==> src/design/lbf_pkg.sv <==
// Shared types, codes and arithmetic helpers for the LED blink/fade controller.
package lbf_pkg;

  localparam int TIMER_BITS = 24;
  localparam int DUR_W      = 24;
  localparam int CNT_W      = 16;
  localparam int LEVEL_W    = 8;
  localparam int PCT_W      = 7;
  localparam int CFG_W      = 24;
  localparam int REG_IDX_W  = 3;
  localparam int CMP_W      = (TIMER_BITS > DUR_W) ? TIMER_BITS : DUR_W;
  localparam int DIV_W      = CMP_W + PCT_W;

  localparam logic [LEVEL_W-1:0] LEVEL_FULL = '1;
  localparam logic [LEVEL_W-1:0] LEVEL_OFF  = '0;
  localparam logic [PCT_W-1:0]   PCT_FULL   = PCT_W'(100);

  // operation codes
  localparam logic [1:0] OP_TICK   = 2'd0;
  localparam logic [1:0] OP_START  = 2'd1;
  localparam logic [1:0] OP_SET    = 2'd2;
  localparam logic [1:0] OP_TOGGLE = 2'd3;

  // fade phases
  localparam logic [1:0] PH_RISE = 2'd0;
  localparam logic [1:0] PH_ON   = 2'd1;
  localparam logic [1:0] PH_FALL = 2'd2;
  localparam logic [1:0] PH_OFF  = 2'd3;

  // configuration register indexes
  localparam logic [REG_IDX_W-1:0] REG_RISE_TIME      = 3'd0;
  localparam logic [REG_IDX_W-1:0] REG_ON_TIME        = 3'd1;
  localparam logic [REG_IDX_W-1:0] REG_FALL_TIME      = 3'd2;
  localparam logic [REG_IDX_W-1:0] REG_DARK_TIME      = 3'd3;
  localparam logic [REG_IDX_W-1:0] REG_REPEAT_COUNT   = 3'd4;
  localparam logic [REG_IDX_W-1:0] REG_REPEAT_FOREVER = 3'd5;
  localparam logic [REG_IDX_W-1:0] REG_PATTERN_MODE   = 3'd6;
  localparam logic [REG_IDX_W-1:0] REG_ACTIVE_LOW     = 3'd7;

  typedef struct packed {
    logic [1:0]         operation;
    logic [LEVEL_W-1:0] level;
  } cmd_t;

  typedef struct packed {
    logic [LEVEL_W-1:0] pwm_duty;
    logic [LEVEL_W-1:0] brightness;
    logic               pattern_running;
    logic [1:0]         fade_phase;
  } res_t;

  typedef struct packed {
    logic                  start;
    logic [TIMER_BITS-1:0] elapsed;
    logic [DUR_W-1:0]      duration;
  } div_req_t;

  typedef struct packed {
    logic             done;
    logic [PCT_W-1:0] pct;
  } div_resp_t;

  // floor(pct*255/100) for pct <= 100; divide by 100 as multiply by 5243 >> 19
  function automatic logic [LEVEL_W-1:0] pct_level(input logic [PCT_W-1:0] pct);
    logic [14:0] scaled;
    logic [27:0] prod;
    scaled = {pct, 8'b0} - 15'(pct);
    prod   = 28'(scaled) * 28'd5243;
    return prod[26:19];
  endfunction

endpackage

==> src/design/lbf_pct_div.sv <==
// Serial restoring divider: pct = floor(elapsed*100/duration), one quotient bit a cycle.
module lbf_pct_div (
  input  logic                clk,
  input  logic                rst,
  input  lbf_pkg::div_req_t   req,
  output lbf_pkg::div_resp_t  resp
);

  logic [lbf_pkg::DIV_W-1:0] rem;
  logic [lbf_pkg::DIV_W-1:0] den;
  logic [lbf_pkg::PCT_W-2:0] quo;
  logic [2:0]                cnt;
  logic                      busy;
  logic [lbf_pkg::DIV_W-1:0] dividend;
  logic                      ge;

  assign dividend = (lbf_pkg::DIV_W'(req.elapsed) << 6) + (lbf_pkg::DIV_W'(req.elapsed) << 5)
                  + (lbf_pkg::DIV_W'(req.elapsed) << 2);
  assign ge = (rem >= den);

  always_ff @(posedge clk) begin
    if (rst) begin
      busy <= 1'b0;
      cnt  <= '0;
    end else if (req.start) begin
      busy <= 1'b1;
      cnt  <= 3'(lbf_pkg::PCT_W - 1);
    end else if (busy) begin
      cnt <= cnt - 3'd1;
      if (cnt == 3'd0) begin
        busy <= 1'b0;
      end
    end
  end

  always_ff @(posedge clk) begin
    if (req.start) begin
      rem <= dividend;
      den <= lbf_pkg::DIV_W'(req.duration) << (lbf_pkg::PCT_W - 1);
      quo <= '0;
    end else if (busy) begin
      // subtract when the shifted divisor fits, then move to the next bit
      if (ge) begin
        rem <= rem - den;
      end
      den <= den >> 1;
      quo <= {quo[lbf_pkg::PCT_W-3:0], ge};
    end
  end

  assign resp = {busy && (cnt == 3'd0), quo, ge};

endmodule

==> src/design/led_blink_fade_controller_core.sv <==
// Top level of the LED blink/fade controller: sequencer, pattern state and result register.
//
//  channel  | valid      | stall      | payload
//  ---------+------------+------------+------------------------------------------
//  cmd      | cmd_valid  | cmd_stall  | cmd (operation, level)
//  res      | res_valid  | res_stall  | res (pwm_duty, brightness, running, phase)
//  cfg      | cfg_write  | -          | cfg_index, cfg_data
//
// A tick that lands on a fade ramp runs through the serial percent divider, whose last cycle
// also maps percent to level, and then has its result loaded. Every other item goes straight
// to the result state and has its result loaded there.
// One item is in work at a time; cmd_stall is high until its result is loaded, which waits
// while a previous result sits stalled; at best the next item is taken in the next cycle.
// Reset (rst, synchronous) clears configuration, control and pattern state, not the result
module led_blink_fade_controller_core (
  input  logic                              clk,
  input  logic                              rst,
  input  logic                              cmd_valid,
  output logic                              cmd_stall,
  input  lbf_pkg::cmd_t                     cmd,
  output logic                              res_valid,
  input  logic                              res_stall,
  output lbf_pkg::res_t                     res,
  input  logic                              cfg_write,
  input  logic [lbf_pkg::REG_IDX_W-1:0]     cfg_index,
  input  logic [lbf_pkg::CFG_W-1:0]         cfg_data
);

  typedef enum logic [2:0] {
    S_IDLE = 3'b001,
    S_DIV  = 3'b010,
    S_RES  = 3'b100
  } state_t;

  state_t state;
  state_t state_next;

  logic [lbf_pkg::DUR_W-1:0]   rise_time;
  logic [lbf_pkg::DUR_W-1:0]   on_time;
  logic [lbf_pkg::DUR_W-1:0]   fall_time;
  logic [lbf_pkg::DUR_W-1:0]   dark_time;
  logic [lbf_pkg::CNT_W-1:0]   repeat_count;
  logic                        repeat_forever;
  logic                        pattern_mode;
  logic                        active_low;

  logic [lbf_pkg::LEVEL_W-1:0]    level_now;
  logic [lbf_pkg::LEVEL_W-1:0]    level_now_next;
  logic [1:0]                     phase_now;
  logic [1:0]                     phase_now_next;
  logic                           blinking;
  logic                           blinking_next;
  logic                           fading;
  logic                           fading_next;
  logic [lbf_pkg::CNT_W-1:0]      cycles_left;
  logic [lbf_pkg::CNT_W-1:0]      cycles_left_next;
  logic [lbf_pkg::TIMER_BITS-1:0] elapsed;
  logic [lbf_pkg::TIMER_BITS-1:0] elapsed_next;
  logic                           fall_sel;

  logic                           cmd_fire;
  logic                           load_res;
  logic [lbf_pkg::TIMER_BITS-1:0] el_inc;
  logic [lbf_pkg::CMP_W-1:0]      el_cmp;
  logic [lbf_pkg::CNT_W-1:0]      cl_dec;
  logic                           ramp_go;
  logic                           ramp_fall;
  logic [lbf_pkg::PCT_W-1:0]      ramp_pct;
  logic [lbf_pkg::LEVEL_W-1:0]    ramp_level;

  lbf_pkg::div_req_t  div_req;
  lbf_pkg::div_resp_t div_resp;

  assign cmd_stall = (state != S_IDLE);
  assign cmd_fire  = cmd_valid && !cmd_stall;
  assign load_res  = (state == S_RES) && (!res_valid || !res_stall);

  // saturating tick count
  assign el_inc = (elapsed == '1) ? elapsed : elapsed + 1'b1;
  assign el_cmp = lbf_pkg::CMP_W'(el_inc);
  assign cl_dec = (cycles_left != '0) ? cycles_left - 1'b1 : cycles_left;

  assign ramp_pct   = fall_sel ? (lbf_pkg::PCT_FULL - div_resp.pct) : div_resp.pct;
  assign ramp_level = lbf_pkg::pct_level(ramp_pct);

  assign div_req = {ramp_go, el_inc, (ramp_fall ? fall_time : rise_time)};

  lbf_pct_div u_div (
    .clk  (clk),
    .rst  (rst),
    .req  (div_req),
    .resp (div_resp)
  );

  always_ff @(posedge clk) begin
    if (rst) begin
      rise_time      <= '0;
      on_time        <= '0;
      fall_time      <= '0;
      dark_time      <= '0;
      repeat_count   <= '0;
      repeat_forever <= 1'b0;
      pattern_mode   <= 1'b0;
      active_low     <= 1'b0;
    end else if (cfg_write) begin
      case (cfg_index)
        lbf_pkg::REG_RISE_TIME:      rise_time      <= cfg_data[lbf_pkg::DUR_W-1:0];
        lbf_pkg::REG_ON_TIME:        on_time        <= cfg_data[lbf_pkg::DUR_W-1:0];
        lbf_pkg::REG_FALL_TIME:      fall_time      <= cfg_data[lbf_pkg::DUR_W-1:0];
        lbf_pkg::REG_DARK_TIME:      dark_time      <= cfg_data[lbf_pkg::DUR_W-1:0];
        lbf_pkg::REG_REPEAT_COUNT:   repeat_count   <= cfg_data[lbf_pkg::CNT_W-1:0];
        lbf_pkg::REG_REPEAT_FOREVER: repeat_forever <= cfg_data[0];
        lbf_pkg::REG_PATTERN_MODE:   pattern_mode   <= cfg_data[0];
        lbf_pkg::REG_ACTIVE_LOW:     active_low     <= cfg_data[0];
        default: ;
      endcase
    end
  end

  always_comb begin
    level_now_next   = level_now;
    phase_now_next   = phase_now;
    blinking_next    = blinking;
    fading_next      = fading;
    cycles_left_next = cycles_left;
    elapsed_next     = elapsed;
    ramp_go          = 1'b0;
    ramp_fall        = 1'b0;
    if (cmd_fire) begin
      case (cmd.operation)
        lbf_pkg::OP_TICK: begin
          elapsed_next = el_inc;
          if (blinking) begin
            if (level_now == lbf_pkg::LEVEL_FULL &&
                el_cmp >= lbf_pkg::CMP_W'(on_time)) begin
              level_now_next = lbf_pkg::LEVEL_OFF;
              elapsed_next   = '0;
              if (!repeat_forever) begin
                cycles_left_next = cl_dec;
                if (cl_dec == '0) begin
                  blinking_next = 1'b0;
                end
              end
            end else if (level_now == lbf_pkg::LEVEL_OFF &&
                         el_cmp >= lbf_pkg::CMP_W'(dark_time)) begin
              level_now_next = lbf_pkg::LEVEL_FULL;
              elapsed_next   = '0;
            end else if (level_now != lbf_pkg::LEVEL_OFF &&
                         level_now != lbf_pkg::LEVEL_FULL) begin
              level_now_next = lbf_pkg::LEVEL_FULL;
              elapsed_next   = '0;
            end
          end
          if (fading) begin
            case (phase_now)
              lbf_pkg::PH_RISE: begin
                if (el_cmp < lbf_pkg::CMP_W'(rise_time)) begin
                  ramp_go = 1'b1;
                end else begin
                  elapsed_next   = '0;
                  phase_now_next = lbf_pkg::PH_ON;
                end
              end
              lbf_pkg::PH_ON: begin
                if (el_cmp < lbf_pkg::CMP_W'(on_time)) begin
                  level_now_next = lbf_pkg::LEVEL_FULL;
                end else begin
                  elapsed_next   = '0;
                  phase_now_next = lbf_pkg::PH_FALL;
                end
              end
              lbf_pkg::PH_FALL: begin
                if (el_cmp < lbf_pkg::CMP_W'(fall_time)) begin
                  ramp_go   = 1'b1;
                  ramp_fall = 1'b1;
                end else begin
                  elapsed_next   = '0;
                  phase_now_next = lbf_pkg::PH_OFF;
                end
              end
              default: begin
                if (el_cmp < lbf_pkg::CMP_W'(dark_time)) begin
                  level_now_next = lbf_pkg::LEVEL_OFF;
                end else begin
                  if (!repeat_forever) begin
                    cycles_left_next = cl_dec;
                  end
                  if (!repeat_forever && cl_dec == '0) begin
                    fading_next = 1'b0;
                  end else begin
                    elapsed_next   = '0;
                    phase_now_next = lbf_pkg::PH_RISE;
                  end
                end
              end
            endcase
          end
        end
        lbf_pkg::OP_START: begin
          blinking_next    = 1'b0;
          fading_next      = 1'b0;
          cycles_left_next = repeat_count;
          if (repeat_count != '0 || repeat_forever) begin
            if (pattern_mode) begin
              elapsed_next   = '0;
              phase_now_next = lbf_pkg::PH_RISE;
              fading_next    = 1'b1;
            end else begin
              // blink starts with the current phase already expired
              elapsed_next  = '1;
              blinking_next = 1'b1;
            end
          end
        end
        lbf_pkg::OP_SET: begin
          blinking_next  = 1'b0;
          fading_next    = 1'b0;
          level_now_next = cmd.level;
        end
        default: begin
          blinking_next  = 1'b0;
          fading_next    = 1'b0;
          level_now_next = lbf_pkg::LEVEL_FULL - level_now;
        end
      endcase
    end else if (state == S_DIV && div_resp.done) begin
      level_now_next = ramp_level;
    end
  end

  always_comb begin
    state_next = state;
    case (state)
      S_IDLE: begin
        if (cmd_fire) begin
          state_next = ramp_go ? S_DIV : S_RES;
        end
      end
      S_DIV: begin
        if (div_resp.done) begin
          state_next = S_RES;
        end
      end
      S_RES: begin
        if (load_res) begin
          state_next = S_IDLE;
        end
      end
      default: state_next = S_IDLE;
    endcase
  end

  always_ff @(posedge clk) begin
    if (rst) begin
      state       <= S_IDLE;
      level_now   <= '0;
      phase_now   <= lbf_pkg::PH_RISE;
      blinking    <= 1'b0;
      fading      <= 1'b0;
      cycles_left <= '0;
      elapsed     <= '0;
      res_valid   <= 1'b0;
    end else begin
      state       <= state_next;
      level_now   <= level_now_next;
      phase_now   <= phase_now_next;
      blinking    <= blinking_next;
      fading      <= fading_next;
      cycles_left <= cycles_left_next;
      elapsed     <= elapsed_next;
      if (load_res) begin
        res_valid <= 1'b1;
      end else if (!res_stall) begin
        res_valid <= 1'b0;
      end
    end
  end

  always_ff @(posedge clk) begin
    if (cmd_fire) begin
      fall_sel <= ramp_fall;
    end
    if (load_res) begin
      res.pwm_duty        <= active_low ? (lbf_pkg::LEVEL_FULL - level_now) : level_now;
      res.brightness      <= level_now;
      res.pattern_running <= blinking || fading;
      res.fade_phase      <= phase_now;
    end
  end

  a_div_done_in_div: assert property (@(posedge clk) disable iff (rst)
    div_resp.done |-> (state == S_DIV))
    else $error("divider finished outside the divide state");

  a_pct_range: assert property (@(posedge clk) disable iff (rst)
    div_resp.done |-> (div_resp.pct < lbf_pkg::PCT_FULL))
    else $error("ramp percent out of range");

  a_one_pattern: assert property (@(posedge clk) disable iff (rst)
    !(blinking && fading))
    else $error("blink and fade active together");

  a_set_stops: assert property (@(posedge clk) disable iff (rst)
    (cmd_fire && (cmd.operation == lbf_pkg::OP_SET || cmd.operation == lbf_pkg::OP_TOGGLE))
    |=> !(blinking || fading))
    else $error("set or toggle left a pattern running");

endmodule

==> config.mk <==
export PLATFORM = sky130hd
export DESIGN_NAME = led_blink_fade_controller_core
export DESIGN_NICKNAME = d
export VERILOG_FILES = /design/src/design/lbf_pkg.sv /design/src/design/lbf_pct_div.sv /design/src/design/led_blink_fade_controller_core.sv
export SDC_FILE = /design/constraint.sdc
export NUM_CORES = 1
export LEC_CHECK = 0
export BUFFER_PORTS_ARGS = -buffer_cell sky130_fd_sc_hd__buf_2
export CORE_MARGIN = 5
export CORE_UTILIZATION = 55
export DETAILED_ROUTE_END_ITERATION = 8
export HOLD_SLACK_MARGIN = 0.1
export PLACE_DENSITY = 0.72
export SLEW_MARGIN = 10
export SYNTH_ARGS = -nofsm -noshare
export SYNTH_HDL_FRONTEND = slang
export SYNTH_HIERARCHICAL = 1
export SYNTH_SLANG_ARGS = --single-unit
==> constraint.sdc <==
create_clock -name clk -period 10.45 [get_ports clk]
set_input_delay 0.5225 -clock clk [delete_from_list [all_inputs] [get_ports clk]]
set_output_delay 0.5225 -clock clk [all_outputs]
set_load 0.1 [all_outputs]
-- Word level (Yosys, flattened, before mapping)
Cells that the tools add are included.
- word-level logic and storage cells: 210
- input bits: 42
- bits in writable memories: 0
- memories kept: 0
- register bits: 262
- memory bits (read-only): 0
- output and inout bits: 21
- latch bits: 0
- equal/unequal tests: 31
- $lt $le $gt $ge: 7
- bitwise gates (word level): 0
- $add $sub $neg: 9
- mux-type cells: 89
- divide/modulo/power cells: 0
- shifts and indexed selects: 0
- $mul: 1
- reduce and logical (&&, ||, !) cells: 45
- operators with widths (kind ; number):
    24-bit two-way mux ; 14
    16-bit two-way mux ; 8
    24-bit < comparator ; 4
    31-bit two-way mux ; 3
    8-bit two-way mux ; 10
    24-bit one-hot mux with 3 select lines ; 1
    30-bit two-way mux ; 2
    24-bit greater-or-equal comparator ; 2
    24-bit one-hot mux with 2 select lines ; 1
    16-bit one-hot mux with 2 select lines ; 1
    16-bit nonzero test ; 2
    30-bit by 29-bit adder with 31-bit output ; 1
    31-bit by 26-bit adder with 31-bit output ; 1
    31-bit by 30-bit greater-or-equal comparator with 1-bit output ; 1
    31-bit by 30-bit subtractor with 31-bit output ; 1
    15-bit by 13-bit multiplier with 27-bit output, second input constant ; 1
    1-bit two-way mux ; 26
    24-bit by 1-bit adder with 24-bit output, second input constant ; 1
    24-bit == test, second input constant ; 1
    8-bit one-hot mux with 3 select lines ; 1
    2-bit AND reduction ; 11
    3-bit two-way mux ; 6
    16-bit zero test ; 1
    2-bit two-way mux ; 8
    35 further kinds ; 74

-- Longest topological paths before layout
- depth after elaboration: 12
- gate-level depth with buffers: 44
- depth with buffers taken out: 41

-- Cells and area by module
Netlist, hierarchy kept.
- modules (own cells, without submodules) (module ; cells each ; seq. area each (um^2) ; instances ; area each (um^2)):
    led_blink_fade_controller_core ; 1926 ; 4023.9 ; 1 ; 15247.1
    lbf_pct_div ; 682 ; 1971.9 ; 1 ; 6249.7

-- Worst setup path before layout
Ideal clock, no wire load.
- path type: register to register
- start point: reg u_div/rem[14] (netlist bit)
- end point: reg level_now[5] (netlist bit)
- cell stages (with the launch flop): 38
- library setup time: 140 ps
- data required time: 10310 ps
- buffers on the path: 2
- slack: 1491 ps
- period minus slack after synthesis: 8959 ps
- arrival: 8819 ps
- path through: edfxtp_1 > ha_1 > a21o_1 > a221o_1 > a221oi_2 > a21oi_1 > o21ai_2 > nand3_2 > a2111oi_4 > inv_1 > buf_4 > clkbuf_1 > clkinv_1 > ha_1 > nor2b_1 > o21ai_0 > xor2_1 > and2_1 > [2 not listed] > inv_1 > fa_1 > inv_1 > ha_1 > fa_1 > inv_1 > fa_1 > fa_1 > inv_1 > ha_1 > a22o_1 > o311ai_0 > a31oi_1 > nor3_1 > o21bai_1 > xor2_1 > a221oi_1 > a211oi_1
- word-level cells in the longest chain between the ends: 7
- RTL lines (what ; RTL line ; text):
    start, declared ; lbf_pct_div.sv:9 ; logic [lbf_pkg::DIV_W-1:0] rem;
    start signal, assigned ; lbf_pct_div.sv:38 ; rem <= dividend;
    start signal, assigned ; lbf_pct_div.sv:44 ; rem <= rem - den;
    31-bit by 30-bit greater-or-equal comparator with 1-bit output (*) ; lbf_pct_div.sv:19 ; assign ge = (rem >= den);
    named net u_div.ge ; lbf_pct_div.sv:15 ; logic ge;
    7-bit subtractor ; led_blink_fade_controller_core.sv:83 ; assign ramp_pct = fall_sel ? (lbf_pkg::PCT_FULL - div_resp.pct) : div_resp.pct;
    7-bit two-way mux (*) ; led_blink_fade_controller_core.sv:83 ;
    15-bit by 7-bit subtractor with 15-bit output (*) ; lbf_pkg.sv:67 ; scaled = {pct, 8'b0} - 15'(pct);
    15-bit by 13-bit multiplier with 27-bit output (*) ; lbf_pkg.sv:68 ; prod = 28'(scaled) * 28'd5243;
    8-bit two-way mux (*) ; led_blink_fade_controller_core.sv:226 ; end else if (state == S_DIV && div_resp.done) begin
    8-bit two-way mux (*) ; led_blink_fade_controller_core.sv:129 ; if (cmd_fire) begin
    end signal, assigned ; led_blink_fade_controller_core.sv:265 ; level_now <= level_now_next;
    end, declared ; led_blink_fade_controller_core.sv:47 ; logic [lbf_pkg::LEVEL_W-1:0] level_now;
Mark *: on every way through the listed nets, which the timed path passes. The rest lies on a longest branch. The select of a mux whose other input is x is not followed.
A chain may end at the register's enable or synchronous reset.

==> out/results.tsv <==
stage	metric	value	unit
clocking	CTS Buffer Depth	3	
synthesis	EDFF count, synth	75	
power_and_ir_drop	PwrDens	287	nW/µm²
clocking	TritonCTS Buffers	31	
grt	GRT Util Overall	0.257	
clocking	post-CTS sizing	0	
grt	initial antenna violation count	0	
synthesis	cell taking the most area after synthesis	dfxtp_1	
timing	Slew headroom	0.282	
drt	starting DRC count in detailed routing	1467	
finish	FILL cells	3400	
synthesis	most frequent cell after synthesis	nand2_1	
drt	post-route ant nets	0	
worst_setup_path	Setup CP Type	flop to flop	
drt	TritonRoute pass-1 iters	5	
finish	Final Core Density	0.608	
timing	worst setup margin	0.691	ns
synthesis	number of library cell types mapped by synthesis	86	
floorplan	I/O Pins	63	
floorplan	Core Region	38600	µm²
clocking	CTS root buf	clkbuf_16	
synthesis	Synth Register Bits	262	
floorplan	Die X	208	µm
grt	first-pass GRT wire length	93300	µm
floorplan	Starting Density	0.556	
worst_setup_path	Worst EP arrival	10.19	ns
drt	WL/cell	18.0	µm
clocking	CTS H-tree lvls	1	
clocking	# hold bufs at CTS	0	
drt	Vias per Instance	5.88	
synthesis	Syn Nets	2997	
grt	vias in the first global route	18400	
place	placed cell areas	22400	µm²
synthesis	Synth Area per Inst	8.24	µm²
place	Port Buf Inserts	62	
synthesis	Top FF cell, synth	dfxtp_1	
synthesis	Synth Instances	2608	
finish	final non-filler cell area	23500	µm²
drt	drt total wl	57200	µm
floorplan	Die ar.	43100	µm²
synthesis	main area contributors after synthesis	dfxtp_1, ha_1, edfxtp_1	
worst_setup_path	CP Launch Type	flop	
timing	worst hold margin	0.225	ns
min_path	Min-Delay Path Class	input pin to flop	
clocking	post-CTS setup buffer count	0	
power_and_ir_drop	Leak	10.1	nW
place	post-detailed-placement half-perimeter wirelength	43200	µm
timing	Final Skew	0.0165	ns
synthesis	post-synth top area share	0.174	
timing	Final Hold Viols	0	
grt	Remaining Overflow, GRT	0	
timing	post-route clock period utilization	0.934	
timing	Peak Freq	0.102	GHz
timing	unrepaired setup endpoints after global routing	yes	
clocking	Clock Sink Count	262	
grt	largest net degree at the start of global routing	104	
worst_setup_path	CP max stage delay	0.68	ns
synthesis	Post-synth ARST share	0	
timing	setup violators final	0	
finish	Syn-to-layout area delta	9.23	%
job	max cap viols	0	
worst_setup_path	r2r setup slk	0.69	ns
clocking	clock-pin slew on the worst setup and hold paths	0.06	ns
synthesis	Mapped Area	21500	µm²
place	GPL Wtd Cong	0.910	
timing	Slew Limit Fails	0	
place	Setup WS pre-CTS	0.187	ns
power_and_ir_drop	Peak VDD IR	447	µV
worst_setup_path	Slowest-stage cell, CP	o311ai_1	
timing	Slew @ Worst Pin	1.08	ns
finish	layout cells sized above 1	0.0790	
floorplan	num rows	72	
worst_setup_path	CP Max Fanout	10	
synthesis	Yosys warnings	6	
run_status	status	completed	
synthesis	sequential fraction of the synthesis area	0.279	
floorplan	Die Height	208	µm
timing	post-route minimum period	9.76	ns
drt	drc violations	0	
finish	antenna cells	0	
worst_setup_path	CP Capture Type	flop	
clocking	CTS tree	built	
worst_setup_path	required time of the critical path	10.88	ns
drt	via count	18700	
synthesis	commonest cells in the netlist	nand2_1, inv_1, ha_1	
clocking	clk_lat worst skew	0.59	ns
finish	Layout Nets	3024	
registers in the layout (all words and copies together) (netlist names), 2 cells and up:
| name | flops |
|---|---|
| repeat_count | 16 |
| level_now | 8 |
| u_div/rem | 31 |
| rise_time | 24 |
| u_div/quo | 6 |
| elapsed | 24 |
| state | 3 |
| cycles_left | 16 |
| res | 19 |
| dark_time | 24 |
| on_time | 24 |
| phase_now | 2 |
| u_div/cnt | 3 |
| u_div/den | 30 |
| fall_time | 24 |
final timing paths:
check	start	end	cells after the start
max	u_div/rem[11]	level_now[6]	36
min	cfg_data[17]	dark_time[17]	3
max reg2reg	u_div/rem[11]	level_now[6]	36
min reg2reg	on_time[8]	on_time[8]	2
critical path, delay by kind of cell (launching register included):
kind            cells  cell delay [ns]
compound gates     13             3.59
xor+xnor            3             0.69
fa+ha+maj           8             3.18
buf+inv             7             0.76
flops               1             0.37
simple gates        5             1.00
cells by family (layout without fill, tap and decap cells):
| kind of cell | count (synthesis) | count (layout) | share of synthesized area |
|---|---|---|---|
| compound gates | 640 | 640 | 0.188 |
| xor+xnor | 103 | 103 | 0.0420 |
| fa+ha+maj | 347 | 347 | 0.232 |
| buf+inv | 434 | 484 | 0.0766 |
| flops | 262 | 262 | 0.279 |
| mux | 22 | 22 | 0.0103 |
| simple gates | 800 | 800 | 0.172 |
layer usage:
layer  vias up  wire (µm)  global-route usage  part of all wire
met5         -          0                   0                 0
met4         0       1850              0.0802             0.032
met3       106       3280              0.0284             0.057
met2       585      27100               0.439              0.47
met1      8892      25000               0.344              0.44
li1       9094          -                   -                 -
cells in the final DEF, fill, tap and decap left out, types with 43 or more instances in the layout:
master    instances
a21o_1           50
a21oi_1         239
buf_2            61
buf_4            44
dfxtp_1         187
edfxtp_1         75
fa_1             87
ha_1            260
inv_1           318
nand2_1         392
nand3_1          55
nand4_1          43
nor2_1          121
nor3_1           53
o21ai_0         117
xnor2_1          64
area by class of cell:
class	instances	area [µm²]	area share
clock buffer	38	826	0.0352
inverter	323	1210	0.0517
multi-input combinational	1912	13900	0.591
sequential	262	6000	0.255
tap	518	648	0.0276
clock inverter	18	273	0.0116
timing repair buffer	105	636	0.0271
through the flow:
step                cells  setup TNS (ns)  total power [W]
floorplan            2608               0          0.00445
global placement     3120               0          0.00536
detailed placement   3120               0          0.00556
CTS                  3176               0          0.00676
global route         3176         -0.0283          0.00752
finish               3176               0          0.00674
power breakdown:
part	internal (W)	total [W]	leakage (nW)	switching (W)
Combinational	0.00179	0.00443	7.31	0.00264
Clock	0.000713	0.00117	0.543	0.000453
Sequential	0.00109	0.00114	2.21	0.0000510
Total	0.00360	0.00674	10.1	0.00314
Power figures use the tool's default switching activity.
